### src/rtl/tpsc_pkg.sv
// shared types and constants for the three-point stick calibration pipeline
// no dependencies; imported by every module of the block
package tpsc_pkg;

    localparam int DATA_W        = 16;
    localparam int CFG_IDX_W     = 2;
    localparam int FULL_SPAN_DEF = 2048;
    localparam int OUT_MIN_DEF   = -1024;
    localparam int OUT_MAX_DEF   = 1024;
    localparam int SAT_MAX       = 32767;
    localparam int SAT_MIN       = -32768;
    // scaled numerator width at the default span
    localparam int NUM_W_DEF     = DATA_W + $clog2(FULL_SPAN_DEF / 2 + 1);

    // configuration register indexes
    localparam logic [CFG_IDX_W-1:0] CFG_CAL_LOW    = 2'd0;
    localparam logic [CFG_IDX_W-1:0] CFG_CAL_CENTER = 2'd1;
    localparam logic [CFG_IDX_W-1:0] CFG_CAL_HIGH   = 2'd2;

    typedef logic signed [DATA_W-1:0] t_sample;

    // offset added after the divide
    typedef enum logic [1:0] {
        BASE_ZERO,
        BASE_MIN,
        BASE_MAX
    } t_base;

    // per-beat side information carried alongside the divider
    typedef struct packed {
        logic    neg;
        logic    degen;
        t_base   base;
        t_sample raw;
    } t_side;

endpackage

### src/rtl/tpsc_map.sv
// front end: segment select, clamp and offset, then magnitude and scale
// depends on tpsc_pkg; feeds tpsc_div
module tpsc_map #(
    parameter int FULL_SPAN = tpsc_pkg::FULL_SPAN_DEF,
    parameter int NUM_W     = tpsc_pkg::NUM_W_DEF
) (
    input  logic                      i_clk,
    input  logic                      i_rst_n,
    input  logic                      i_valid,
    input  tpsc_pkg::t_sample         i_raw,
    input  tpsc_pkg::t_sample         i_cal_low,
    input  tpsc_pkg::t_sample         i_cal_center,
    input  tpsc_pkg::t_sample         i_cal_high,
    output logic                      o_valid,
    output logic [NUM_W-1:0]          o_num,
    output logic [tpsc_pkg::DATA_W-1:0] o_div,
    output tpsc_pkg::t_side           o_side
);
    import tpsc_pkg::*;

    localparam int HALF = FULL_SPAN / 2;

    logic signed [DATA_W:0] v, lo, ce, hi, lim, vc, n_d, n_w;
    logic                   asc, below, n_degen;
    t_base                  n_base;

    // stage 1 registers
    logic                   r_v1;
    logic signed [DATA_W:0] r_d, r_w;
    t_base                  r_base;
    logic                   r_degen;
    t_sample                r_raw;

    // stage 2 results
    logic [DATA_W-1:0]      d_mag, w_mag;
    logic [NUM_W-1:0]       n_num;
    logic                   r_v2;
    logic [NUM_W-1:0]       r_num;
    logic [DATA_W-1:0]      r_div;
    t_side                  r_side;

    always_comb begin
        v       = {i_raw[DATA_W-1], i_raw};
        lo      = {i_cal_low[DATA_W-1], i_cal_low};
        ce      = {i_cal_center[DATA_W-1], i_cal_center};
        hi      = {i_cal_high[DATA_W-1], i_cal_high};
        n_degen = (ce == lo) || (ce == hi);
        asc     = lo < hi;
        below   = v <= ce;
        // end of travel on this side of center
        lim     = (asc == below) ? lo : hi;
        if (below) begin
            vc = (v < lim) ? lim : v;
        end else begin
            vc = (v > lim) ? lim : v;
        end
        n_d    = vc - (below ? lim : ce);
        n_w    = (asc ^ below) ? (lim - ce) : (ce - lim);
        n_base = below ? (asc ? BASE_MIN : BASE_MAX) : BASE_ZERO;
    end

    always_ff @(posedge i_clk) begin
        if (!i_rst_n) begin
            r_v1 <= 1'b0;
        end else begin
            r_v1 <= i_valid;
        end
        r_d     <= n_d;
        r_w     <= n_w;
        r_base  <= n_base;
        r_degen <= n_degen;
        r_raw   <= i_raw;
    end

    // sign-magnitude so the divider truncates toward zero
    always_comb begin
        d_mag = r_d[DATA_W] ? DATA_W'(-r_d) : r_d[DATA_W-1:0];
        w_mag = r_w[DATA_W] ? DATA_W'(-r_w) : r_w[DATA_W-1:0];
        n_num = NUM_W'(d_mag) * NUM_W'(HALF);
    end

    always_ff @(posedge i_clk) begin
        if (!i_rst_n) begin
            r_v2 <= 1'b0;
        end else begin
            r_v2 <= r_v1;
        end
        r_num        <= n_num;
        r_div        <= w_mag;
        r_side.neg   <= r_d[DATA_W] ^ r_w[DATA_W];
        r_side.degen <= r_degen;
        r_side.base  <= r_base;
        r_side.raw   <= r_raw;
    end

    assign o_valid = r_v2;
    assign o_num   = r_num;
    assign o_div   = r_div;
    assign o_side  = r_side;

endmodule

### src/rtl/tpsc_div.sv
// pipelined restoring divider, one quotient bit per stage
// depends on tpsc_pkg; side information rides along with each beat
module tpsc_div #(
    parameter int NUM_W = tpsc_pkg::NUM_W_DEF
) (
    input  logic                        i_clk,
    input  logic                        i_rst_n,
    input  logic                        i_valid,
    input  logic [NUM_W-1:0]            i_num,
    input  logic [tpsc_pkg::DATA_W-1:0] i_div,
    input  tpsc_pkg::t_side             i_side,
    output logic                        o_valid,
    output logic [NUM_W-1:0]            o_quo,
    output tpsc_pkg::t_side             o_side
);
    import tpsc_pkg::*;

    logic [DATA_W-1:0] s_rem  [0:NUM_W];
    logic [NUM_W-1:0]  s_nq   [0:NUM_W];
    logic [DATA_W-1:0] s_dv   [0:NUM_W];
    logic              s_vld  [0:NUM_W];
    t_side             s_side [0:NUM_W];

    assign s_rem[0]  = '0;
    assign s_nq[0]   = i_num;
    assign s_dv[0]   = i_div;
    assign s_vld[0]  = i_valid;
    assign s_side[0] = i_side;

    for (genvar k = 0; k < NUM_W; k++) begin : g_stage
        logic [DATA_W:0]   t;
        logic              ge;
        logic [DATA_W-1:0] n_rem;
        logic [DATA_W-1:0] r_rem;
        logic [NUM_W-1:0]  r_nq;
        logic [DATA_W-1:0] r_dv;
        logic              r_vld;
        t_side             r_side;

        always_comb begin
            t     = {s_rem[k], s_nq[k][NUM_W-1]};
            ge    = t >= {1'b0, s_dv[k]};
            n_rem = ge ? DATA_W'(t - {1'b0, s_dv[k]}) : t[DATA_W-1:0];
        end

        always_ff @(posedge i_clk) begin
            if (!i_rst_n) begin
                r_vld <= 1'b0;
            end else begin
                r_vld <= s_vld[k];
            end
            r_rem  <= n_rem;
            // numerator bits shift out as quotient bits shift in
            r_nq   <= {s_nq[k][NUM_W-2:0], ge};
            r_dv   <= s_dv[k];
            r_side <= s_side[k];
        end

        assign s_rem[k+1]  = r_rem;
        assign s_nq[k+1]   = r_nq;
        assign s_dv[k+1]   = r_dv;
        assign s_vld[k+1]  = r_vld;
        assign s_side[k+1] = r_side;
    end

    assign o_valid = s_vld[NUM_W];
    assign o_quo   = s_nq[NUM_W];
    assign o_side  = s_side[NUM_W];

    // partial remainder never reaches the divisor
    a_rem_below_div: assert property (@(posedge i_clk) disable iff (!i_rst_n)
        s_vld[NUM_W] && (s_dv[NUM_W] != '0) |-> s_rem[NUM_W] < s_dv[NUM_W])
        else $error("divider remainder not below divisor");

endmodule

### src/rtl/tpsc_out.sv
// back end: apply sign and segment offset, saturate, register the result
// depends on tpsc_pkg; takes the quotient from tpsc_div
module tpsc_out #(
    parameter int NUM_W   = tpsc_pkg::NUM_W_DEF,
    parameter int OUT_MIN = tpsc_pkg::OUT_MIN_DEF,
    parameter int OUT_MAX = tpsc_pkg::OUT_MAX_DEF
) (
    input  logic              i_clk,
    input  logic              i_rst_n,
    input  logic              i_valid,
    input  logic [NUM_W-1:0]  i_quo,
    input  tpsc_pkg::t_side   i_side,
    output logic              o_valid,
    output tpsc_pkg::t_sample o_value,
    output logic              o_flag
);
    import tpsc_pkg::*;

    localparam int SUM_W = NUM_W + 2;
    localparam logic signed [SUM_W-1:0] B_MIN = SUM_W'(OUT_MIN);
    localparam logic signed [SUM_W-1:0] B_MAX = SUM_W'(OUT_MAX);
    localparam logic signed [SUM_W-1:0] S_MAX = SUM_W'(SAT_MAX);
    localparam logic signed [SUM_W-1:0] S_MIN = SUM_W'(SAT_MIN);

    logic signed [SUM_W-1:0] q_s, base_v, sum;
    t_sample                 n_value;
    logic                    r_valid;
    t_sample                 r_value;
    logic                    r_flag;

    always_comb begin
        q_s = $signed({2'b00, i_quo});
        if (i_side.neg) begin
            q_s = -q_s;
        end
        case (i_side.base)
            BASE_MIN: base_v = B_MIN;
            BASE_MAX: base_v = B_MAX;
            default:  base_v = '0;
        endcase
        sum = q_s + base_v;
        if (i_side.degen) begin
            n_value = i_side.raw;
        end else if (sum > S_MAX) begin
            n_value = t_sample'(SAT_MAX);
        end else if (sum < S_MIN) begin
            n_value = t_sample'(SAT_MIN);
        end else begin
            n_value = sum[DATA_W-1:0];
        end
    end

    always_ff @(posedge i_clk) begin
        if (!i_rst_n) begin
            r_valid <= 1'b0;
        end else begin
            r_valid <= i_valid;
        end
        r_value <= n_value;
        r_flag  <= i_side.degen;
    end

    assign o_valid = r_valid;
    assign o_value = r_value;
    assign o_flag  = r_flag;

endmodule

### src/rtl/three_point_stick_calibration_top.sv
// top level of the three-point stick calibration: config registers and pipeline
// depends on tpsc_pkg, tpsc_map, tpsc_div, tpsc_out
//
// Maps a signed 16-bit raw reading through a low/center/high calibration into
// OUT_MIN..OUT_MAX, saturated to signed 16 bits.
// Input: a beat is taken at each clock edge with start high and busy low;
// busy stays low, so a new sample can enter every cycle.
// Config: i_cfg_we writes i_cfg_data into register i_cfg_idx (0 low, 1 center,
// 2 high); other indexes are ignored. Write only while no beat is in flight.
// Output: o_valid is high for exactly one cycle with o_calibrated_value and
// o_setup_invalid; there is no back-pressure, the receiver must take it.
// Pipeline: tpsc_map, tpsc_div, tpsc_out; the divider resolves one quotient bit
// a stage, with NUM_W = 16 + clog2(FULL_SPAN/2 + 1) (27 at the default span).
// Throughput: one beat per cycle.
// Reset: synchronous active low; clears the pipeline valids and sets all three
// calibration registers to 0, which reads as a degenerate setup (pass-through).
module three_point_stick_calibration_top #(
    parameter int FULL_SPAN = tpsc_pkg::FULL_SPAN_DEF,
    parameter int OUT_MIN   = tpsc_pkg::OUT_MIN_DEF,
    parameter int OUT_MAX   = tpsc_pkg::OUT_MAX_DEF
) (
    input  logic                           i_clk,
    input  logic                           i_rst_n,
    input  logic                           start,
    output logic                           busy,
    input  tpsc_pkg::t_sample              i_raw_sample,
    input  logic                           i_cfg_we,
    input  logic [tpsc_pkg::CFG_IDX_W-1:0] i_cfg_idx,
    input  tpsc_pkg::t_sample              i_cfg_data,
    output logic                           o_valid,
    output tpsc_pkg::t_sample              o_calibrated_value,
    output logic                           o_setup_invalid
);
    import tpsc_pkg::*;

    localparam int HALF   = FULL_SPAN / 2;
    localparam int NUM_W  = DATA_W + $clog2(HALF + 1);
    localparam int LAT    = NUM_W + 3;

    t_sample r_cal_low, r_cal_center, r_cal_high;

    logic              accept;
    logic              m_valid, d_valid;
    logic [NUM_W-1:0]  m_num, d_quo;
    logic [DATA_W-1:0] m_div;
    t_side             m_side, d_side;

    assign busy   = 1'b0;
    assign accept = start && !busy;

    always_ff @(posedge i_clk) begin
        if (!i_rst_n) begin
            r_cal_low    <= '0;
            r_cal_center <= '0;
            r_cal_high   <= '0;
        end else if (i_cfg_we) begin
            case (i_cfg_idx)
                CFG_CAL_LOW:    r_cal_low    <= i_cfg_data;
                CFG_CAL_CENTER: r_cal_center <= i_cfg_data;
                CFG_CAL_HIGH:   r_cal_high   <= i_cfg_data;
                default: ;
            endcase
        end
    end

    tpsc_map #(
        .FULL_SPAN (FULL_SPAN),
        .NUM_W     (NUM_W)
    ) u_map (
        .i_clk        (i_clk),
        .i_rst_n      (i_rst_n),
        .i_valid      (accept),
        .i_raw        (i_raw_sample),
        .i_cal_low    (r_cal_low),
        .i_cal_center (r_cal_center),
        .i_cal_high   (r_cal_high),
        .o_valid      (m_valid),
        .o_num        (m_num),
        .o_div        (m_div),
        .o_side       (m_side)
    );

    tpsc_div #(
        .NUM_W (NUM_W)
    ) u_div (
        .i_clk   (i_clk),
        .i_rst_n (i_rst_n),
        .i_valid (m_valid),
        .i_num   (m_num),
        .i_div   (m_div),
        .i_side  (m_side),
        .o_valid (d_valid),
        .o_quo   (d_quo),
        .o_side  (d_side)
    );

    tpsc_out #(
        .NUM_W   (NUM_W),
        .OUT_MIN (OUT_MIN),
        .OUT_MAX (OUT_MAX)
    ) u_out (
        .i_clk   (i_clk),
        .i_rst_n (i_rst_n),
        .i_valid (d_valid),
        .i_quo   (d_quo),
        .i_side  (d_side),
        .o_valid (o_valid),
        .o_value (o_calibrated_value),
        .o_flag  (o_setup_invalid)
    );

    // every result beat traces back to an accepted sample
    a_out_has_source: assert property (@(posedge i_clk) disable iff (!i_rst_n)
        o_valid |-> $past(accept, LAT))
        else $error("result beat without an accepted sample");

    // an accepted sample always comes out after the fixed latency
    a_no_drop: assert property (@(posedge i_clk) disable iff (!i_rst_n)
        $past(accept, LAT) && $past(i_rst_n, LAT) |-> o_valid || !$past(i_rst_n, LAT - 1))
        else $error("accepted sample lost in the pipeline");

    // degenerate setup passes the raw sample through
    a_pass_through: assert property (@(posedge i_clk) disable iff (!i_rst_n)
        o_valid && o_setup_invalid |-> o_calibrated_value == $past(i_raw_sample, LAT))
        else $error("pass-through value differs from raw sample");

endmodule

### config.mk
export PLATFORM = sky130hd
export DESIGN_NAME = three_point_stick_calibration_top
export DESIGN_NICKNAME = d
export VERILOG_FILES = /design/src/rtl/tpsc_pkg.sv /design/src/rtl/tpsc_map.sv /design/src/rtl/tpsc_div.sv /design/src/rtl/tpsc_out.sv /design/src/rtl/three_point_stick_calibration_top.sv
export SDC_FILE = /design/constraint.sdc
export NUM_CORES = 2
export LEC_CHECK = 0
export BUFFER_PORTS_ARGS = -buffer_cell sky130_fd_sc_hd__buf_2
export CORE_UTILIZATION = 35
export CTS_CLUSTER_DIAMETER = 150
export DETAILED_ROUTE_END_ITERATION = 10
export HOLD_SLACK_MARGIN = 0.02
export SLEW_MARGIN = 20
export SYNTH_ARGS = -nofsm -noshare
export SYNTH_HDL_FRONTEND = slang
export SYNTH_SLANG_ARGS = --single-unit
### constraint.sdc
create_clock -name i_clk -period 7.5 [get_ports i_clk]
set_input_delay 0.375 -clock i_clk [delete_from_list [all_inputs] [get_ports i_clk]]
set_output_delay 0.375 -clock i_clk [all_outputs]
set_load 0.01 [all_outputs]
; Word level (Yosys, flattened, before mapping)
; Cells that the tools add are included.
[word_totals]
regBits = 2086
output_inout_bits = 19
wordCells = 362
[op_classes]
n_addsub = 33
magnitude_cmp = 33
n_eq_ne = 7
muxes = 39
n_bitwise = 2
reduce_logical = 5
[ops]
columns = operator, n
row1 = 16-bit two-way mux, 30
row2 = 17-bit by 16-bit >= comparator with 1-bit output, 26
row3 = 16-bit subtractor, 25
row4 = 17-bit two-way mux, 6
row5 = 29-bit one-hot mux with 2 select lines, 1
row6 = 16-bit equality test, 2
row7 = 16-bit negation, 2
row8 = 29-bit adder, 1
row9 = "29-bit by 16-bit > comparator with 1-bit output, second input constant", 1
row10 = "29-bit by 16-bit < comparator with 1-bit output, second input constant", 1
row11 = 29-bit two-way mux, 1
row12 = 27-bit negation with 29-bit output, 1
row13 = 16-bit by 17-bit > comparator with 1-bit output, 1
row14 = 16-bit by 17-bit < comparator with 1-bit output, 1
row15 = 16-bit by 17-bit subtractor with 17-bit output, 1
row16 = 17-bit by 16-bit subtractor with 17-bit output, 1
row17 = 17-bit subtractor, 1
row18 = "1-bit by 16-bit >= comparator with 1-bit output, first input constant", 1
row19 = 16-bit less-or-equal comparator, 1
row20 = 16-bit < comparator, 1
row21 = "1-bit by 16-bit subtractor with 16-bit output, first input constant", 1
row22 = 2-bit AND reduction, 3
row23 = "2-bit by 1-bit equality test with 1-bit output, second input constant", 2
row24 = "2-bit equality test, second input constant", 2
row25 = 5 further kinds, 6

; Logic depth before layout (Yosys ltp)
[depth]
word_depth = 7
ltp_mapped = 36

; Modules after synthesis
; Synthesis repeated with hierarchy kept, for this count alone.
[unflattened]
cells_unflattened = 7107
area_unflattened_um2 = 79177.2
[modules_own_cells]
columns = mod, instances, cells_each, area_per_inst_um2
row1 = tpsc_div, 1, 5730, 67390.9
row2 = tpsc_map, 1, 906, 7613.6
row3 = tpsc_out, 1, 293, 2327.2
row4 = three_point_stick_calibration_top, 1, 178, 1845.5

; Least setup slack after synthesis
; OpenSTA, ideal clock, no wires.
[synth_timing]
kind = reg2reg
start = register r_cal_center[15]
end = register u_map.r_d[16]
setup_ns = 0.116
arrival_time_ns = 7.292
required_ns = 7.384
path_slack_ns = 0.092
stages_incl_launch_ff = 36
cell_sequence = dfxtp_1 inv_1 ha_1 nand4_1 nor2_1 a221o_1 a211o_1 mux2_4 buf_6 xor2_1 clkbuf_1 o21ai_0 inv_1 ha_1 nor2b_1 o21a_1 nor3_1 nor3b_1 mux2i_1 a31o_1 a32oi_2 mux2_4 buf_6 mux2i_1 ha_1 fa_1 nor2b_1 o21ai_0 a21boi_0 o21ai_0 a21boi_0 o21ai_0 a21o_1 a311oi_1 o21ai_0 a31o_2
[synth_between]
elab_chain_cells = 7
[synth_lines]
columns = item, line_no
row1 = start: declaration, three_point_stick_calibration_top.sv:40  ; t_sample r_cal_low, r_cal_center, r_cal_high;
row2 = start signal: assignment, three_point_stick_calibration_top.sv:59  ; CFG_CAL_CENTER: r_cal_center <= i_cfg_data;
row3 = 16-bit less-or-equal comparator, tpsc_map.sv:49  ; below = v <= ce;
row4 = 1-bit equality test, tpsc_map.sv:51  ; lim = (asc == below) ? lo : hi;
row5 = 17-bit two-way mux, tpsc_map.sv:51
row6 = 16-bit by 17-bit > comparator with 1-bit output or 16-bit by 17-bit < comparator with 1-bit output (tied branches), "tpsc_map.sv:55, tpsc_map.sv:53"
row7 = "17-bit two-way mux, on equally long branches", "tpsc_map.sv:55, tpsc_map.sv:53"
row8 = 17-bit two-way mux, tpsc_map.sv:52  ; if (below) begin
row9 = 17-bit subtractor (*), tpsc_map.sv:57  ; n_d = vc - (below ? lim : ce);
row10 = named net u_map.n_d[16], tpsc_map.sv:23  ; logic signed [DATA_W:0] v, lo, ce, hi, lim, vc, n_d, n_w;
row11 = end signal: assignment, tpsc_map.sv:68  ; r_d <= n_d;
row12 = end: declaration, tpsc_map.sv:29  ; logic signed [DATA_W:0] r_d, r_w;
; The timed path passes the listed nets; every way through them passes the cells marked *.
; A chain may end at the register's enable or synchronous reset.

; Final worst setup path
[layout_timing]
start = register r_cal_center[15]
end = register u_map.r_d[15]
; Same word-level chain as after synthesis.

==> impl_metrics.py <==
metrics = {
    "run_status": {
        "status": "finished clean",
    },
    "sta": {
        "drv_slew": 0,
        "finalClockSkew_ns": 0.0399,
        "maxSlewHeadroom": 0.359,
        "finalSetupViolCount": 0,
        "finalHoldViolCount": 0,
        "worst_pin_slew_ns": 0.959,
        "finalCritPeriodShare": 0.941,
        "period_needed_ns": 7.06,
        "max_freq_mhz": 142,
    },
    "logic_synthesis": {
        "syn_inst": 6832,
        "synth-edff-count": 0,
        "ys.flop_type": "dfxtp_1",
        "synth-seq-area-share": 0.562,
        "synthDistinctLibCells": 82,
        "ys_warn_count": 0,
        "avgSynthCellArea_um2": 10.9,
        "synth_area_um2": 74400,
        "synth_async_sr_flop_share": 0,
        "ys_ff_latch": 2086,
    },
    "clocking": {
        "cts_buffers": 210,
        "root_buffer": "clkbuf_16",
        "htree_levels": 4,
        "cts_buffer_depth": 3,
        "cts_sinks": 2086,
        "insertion_delay_ns": 0.84,
        "clk_pin_slew_ns": 0.06,
        "cts_tree": "done",
    },
    "worst_setup_path": {
        "r2r_setup_slack_ns": 0.44,
        "critPathLaunchType": "register",
        "worst-r2r-cell-count": 33,
        "crit_buf_inv": 6,
        "cp_top_family": "compound AO/OA/AOI/OAI gates",
        "cp_slowest_stage_delay_ns": 0.40,
        "crit_type": "reg2reg",
        "worstPathMaxFanout": 11,
        "critPathArrivalTime_ns": 7.83,
        "end_kind": "register",
        "critical_path_required_ns": 8.27,
        "cp_slowest_cell": "o21ai_0",
        "cp_num_cells": 33,
    },
    "grt": {
        "grt_pass1_wl_mm": 250,
        "grt_antenna_before_repair": 6,
        "grt-ovfl-total": 0,
        "grt_pass1_vias": 47361,
        "grt_max_degree": 79,
        "grt.total_usage": 0.145,
    },
    "routing": {
        "vias": 46960,
        "ant_nets": 0,
        "via_per_inst": 4.62,
        "first_pass_iters": 6,
        "drtIter0Drc": 2597,
        "wire_per_inst_um": 15.4,
        "drc": 0,
        "drt_wl_total_mm": 156,
    },
    "finish": {
        "multi_input_comb_area_um2": 29800,
        "fin_util": 0.411,
        "final_cell_mix": "dfxtp_1 (2085), inv_1 (695), ha_1 (530)",
        "nFillCells": 20002,
        "drive_above_1_share": 0.122,
        "synthToLayoutAreaGrowth_pct": 16.3,
        "fin_nets": 7771,
        "mostFrequentLayoutCell": "dfxtp_1",
        "regArea_um2": 41800,
    },
    "hold_path": {
        "hold_path_class": "in2reg",
        "hold_path_depth": 5,
    },
    "place": {
        "place_congestion": 0.873,
        "hpwl_mm": 118,
        "port_buffers": 55,
    },
    "die": {
        "pin_count": 57,
        "num_rows": 168,
        "coreArea_um2": 210000,
        "die_y_um": 463,
        "die_w_um": 463,
        "initial_core_util": 0.353,
        "die_area_um2": 214000,
    },
    "job": {
        "max-cap-violations": 0,
    },
}
final cells by class:
class,instances,share of cell area
inverter,695,0.0302
sequential,2086,0.483
timing repair buffer,225,0.0192
antenna,1,0.0000289
tap,2805,0.0406
clock buffer,286,0.0685
clock inverter,101,0.0147
multi-input combinational,3955,0.344
synthesized netlist by cell type, drive strengths merged (19+ instances only):
library cell | number | area share
dfxtp | 2086 | 0.56
inv | 695 | 0.035
ha | 531 | 0.089
nand2 | 439 | 0.022
nor2 | 336 | 0.017
mux2 | 289 | 0.044
a21oi | 252 | 0.017
o21ai | 224 | 0.015
xnor2 | 199 | 0.023
nor3 | 148 | 0.010
xor2 | 138 | 0.016
a21boi | 123 | 0.012
nor2b | 117 | 0.0098
nand4 | 106 | 0.0089
clkbuf | 79 | 0.0040
a21o | 78 | 0.0079
mux2i | 76 | 0.010
o21a | 76 | 0.0077
nand3 | 70 | 0.0047
or3 | 64 | 0.0054
nor4 | 57 | 0.0048
and2 | 54 | 0.0045
o31ai | 53 | 0.0054
o31a | 47 | 0.0055
a211oi | 45 | 0.0045
nand2b | 45 | 0.0038
o211ai | 34 | 0.0034
a31oi | 32 | 0.0029
o2111ai | 31 | 0.0037
fa | 29 | 0.0078
buf | 24 | 0.0018
or2 | 24 | 0.0020
and3 | 21 | 0.0018
o41ai | 20 | 0.0035
a31o | 19 | 0.0022
stage by stage:
step	instance area [µm²]	TNS [ns]	setup WS, ns	instances	hold WS [ns]
after floorplan	74400	0	0.0922	6839	0.310
after global placement	78800	-0.312	-0.158	9720	0.310
after detailed placement	78800	-0.735	-0.298	9725	0.312
after CTS	86400	0	0.0159	10145	0.0474
after global routing	86500	-0.0729	-0.0629	10154	0.0983
final	86500	0	0.443	10154	0.120
state kept, by name (all words and copies together), names as in the netlist, 17 cells and up:
name / flops
u_div.o_side: 20
u_div.g_stage.r_dv: 416
u_div.g_stage.r_vld: 26
u_div.g_stage.r_rem: 416
u_map.r_d: 17
u_div.o_quo: 27
u_div.g_stage.r_side: 520
u_map.r_w: 17
u_div.g_stage.r_nq: 487
u_map.o_side: 20
metal layers:
layer  routed length [µm]  track usage
met5                    0            0
met3                 6070       0.0242
met2                75300        0.252
met4                 5050       0.0536
met1                69600        0.178
worst paths after layout:
path	from	end
max	r_cal_center[15]	u_map.r_d[15]
min	i_cfg_idx[0]	r_cal_low[4]
max reg2reg	r_cal_center[15]	u_map.r_d[15]
min reg2reg	u_map.o_side[14]	u_div.g_stage[0].r_side[14]
cells by family (layout without fill, tap and decap cells):
logic type      count (synthesis)  in the layout  synth area share
buf+inv                       798           1307            0.0409
other cells                     1              9         0.0000504
flops                        2086           2086             0.562
mux                           365            365            0.0547
compound gates               1141           1141             0.104
xor+xnor                      337            337            0.0397
fa+ha+maj                     560            560            0.0971
simple gates                 1544           1544             0.102
tightest hold or removal path, delay by kind of cell:
family	cells	cell delay, ns
buf+inv	2	0.32
simple gates	2	0.15
compound gates	1	0.07
timing repair:
| action | CTS | global route |
|---|---|---|
| hold buffers | 33 | 0 |
| pin swaps | 1 | 7 |
| resized for setup | 5 | 19 |
| endpoints found under the hold margin | 65 | 0 |
| gates cloned | 0 | 1 |
| buffers inserted | 0 | 5 |
| endpoints found under the setup margin | 3 | 7 |
Power is left out: the tool's default activity adds up to more than one toggle a clock period on the data nets, which glitch-free logic cannot reach.
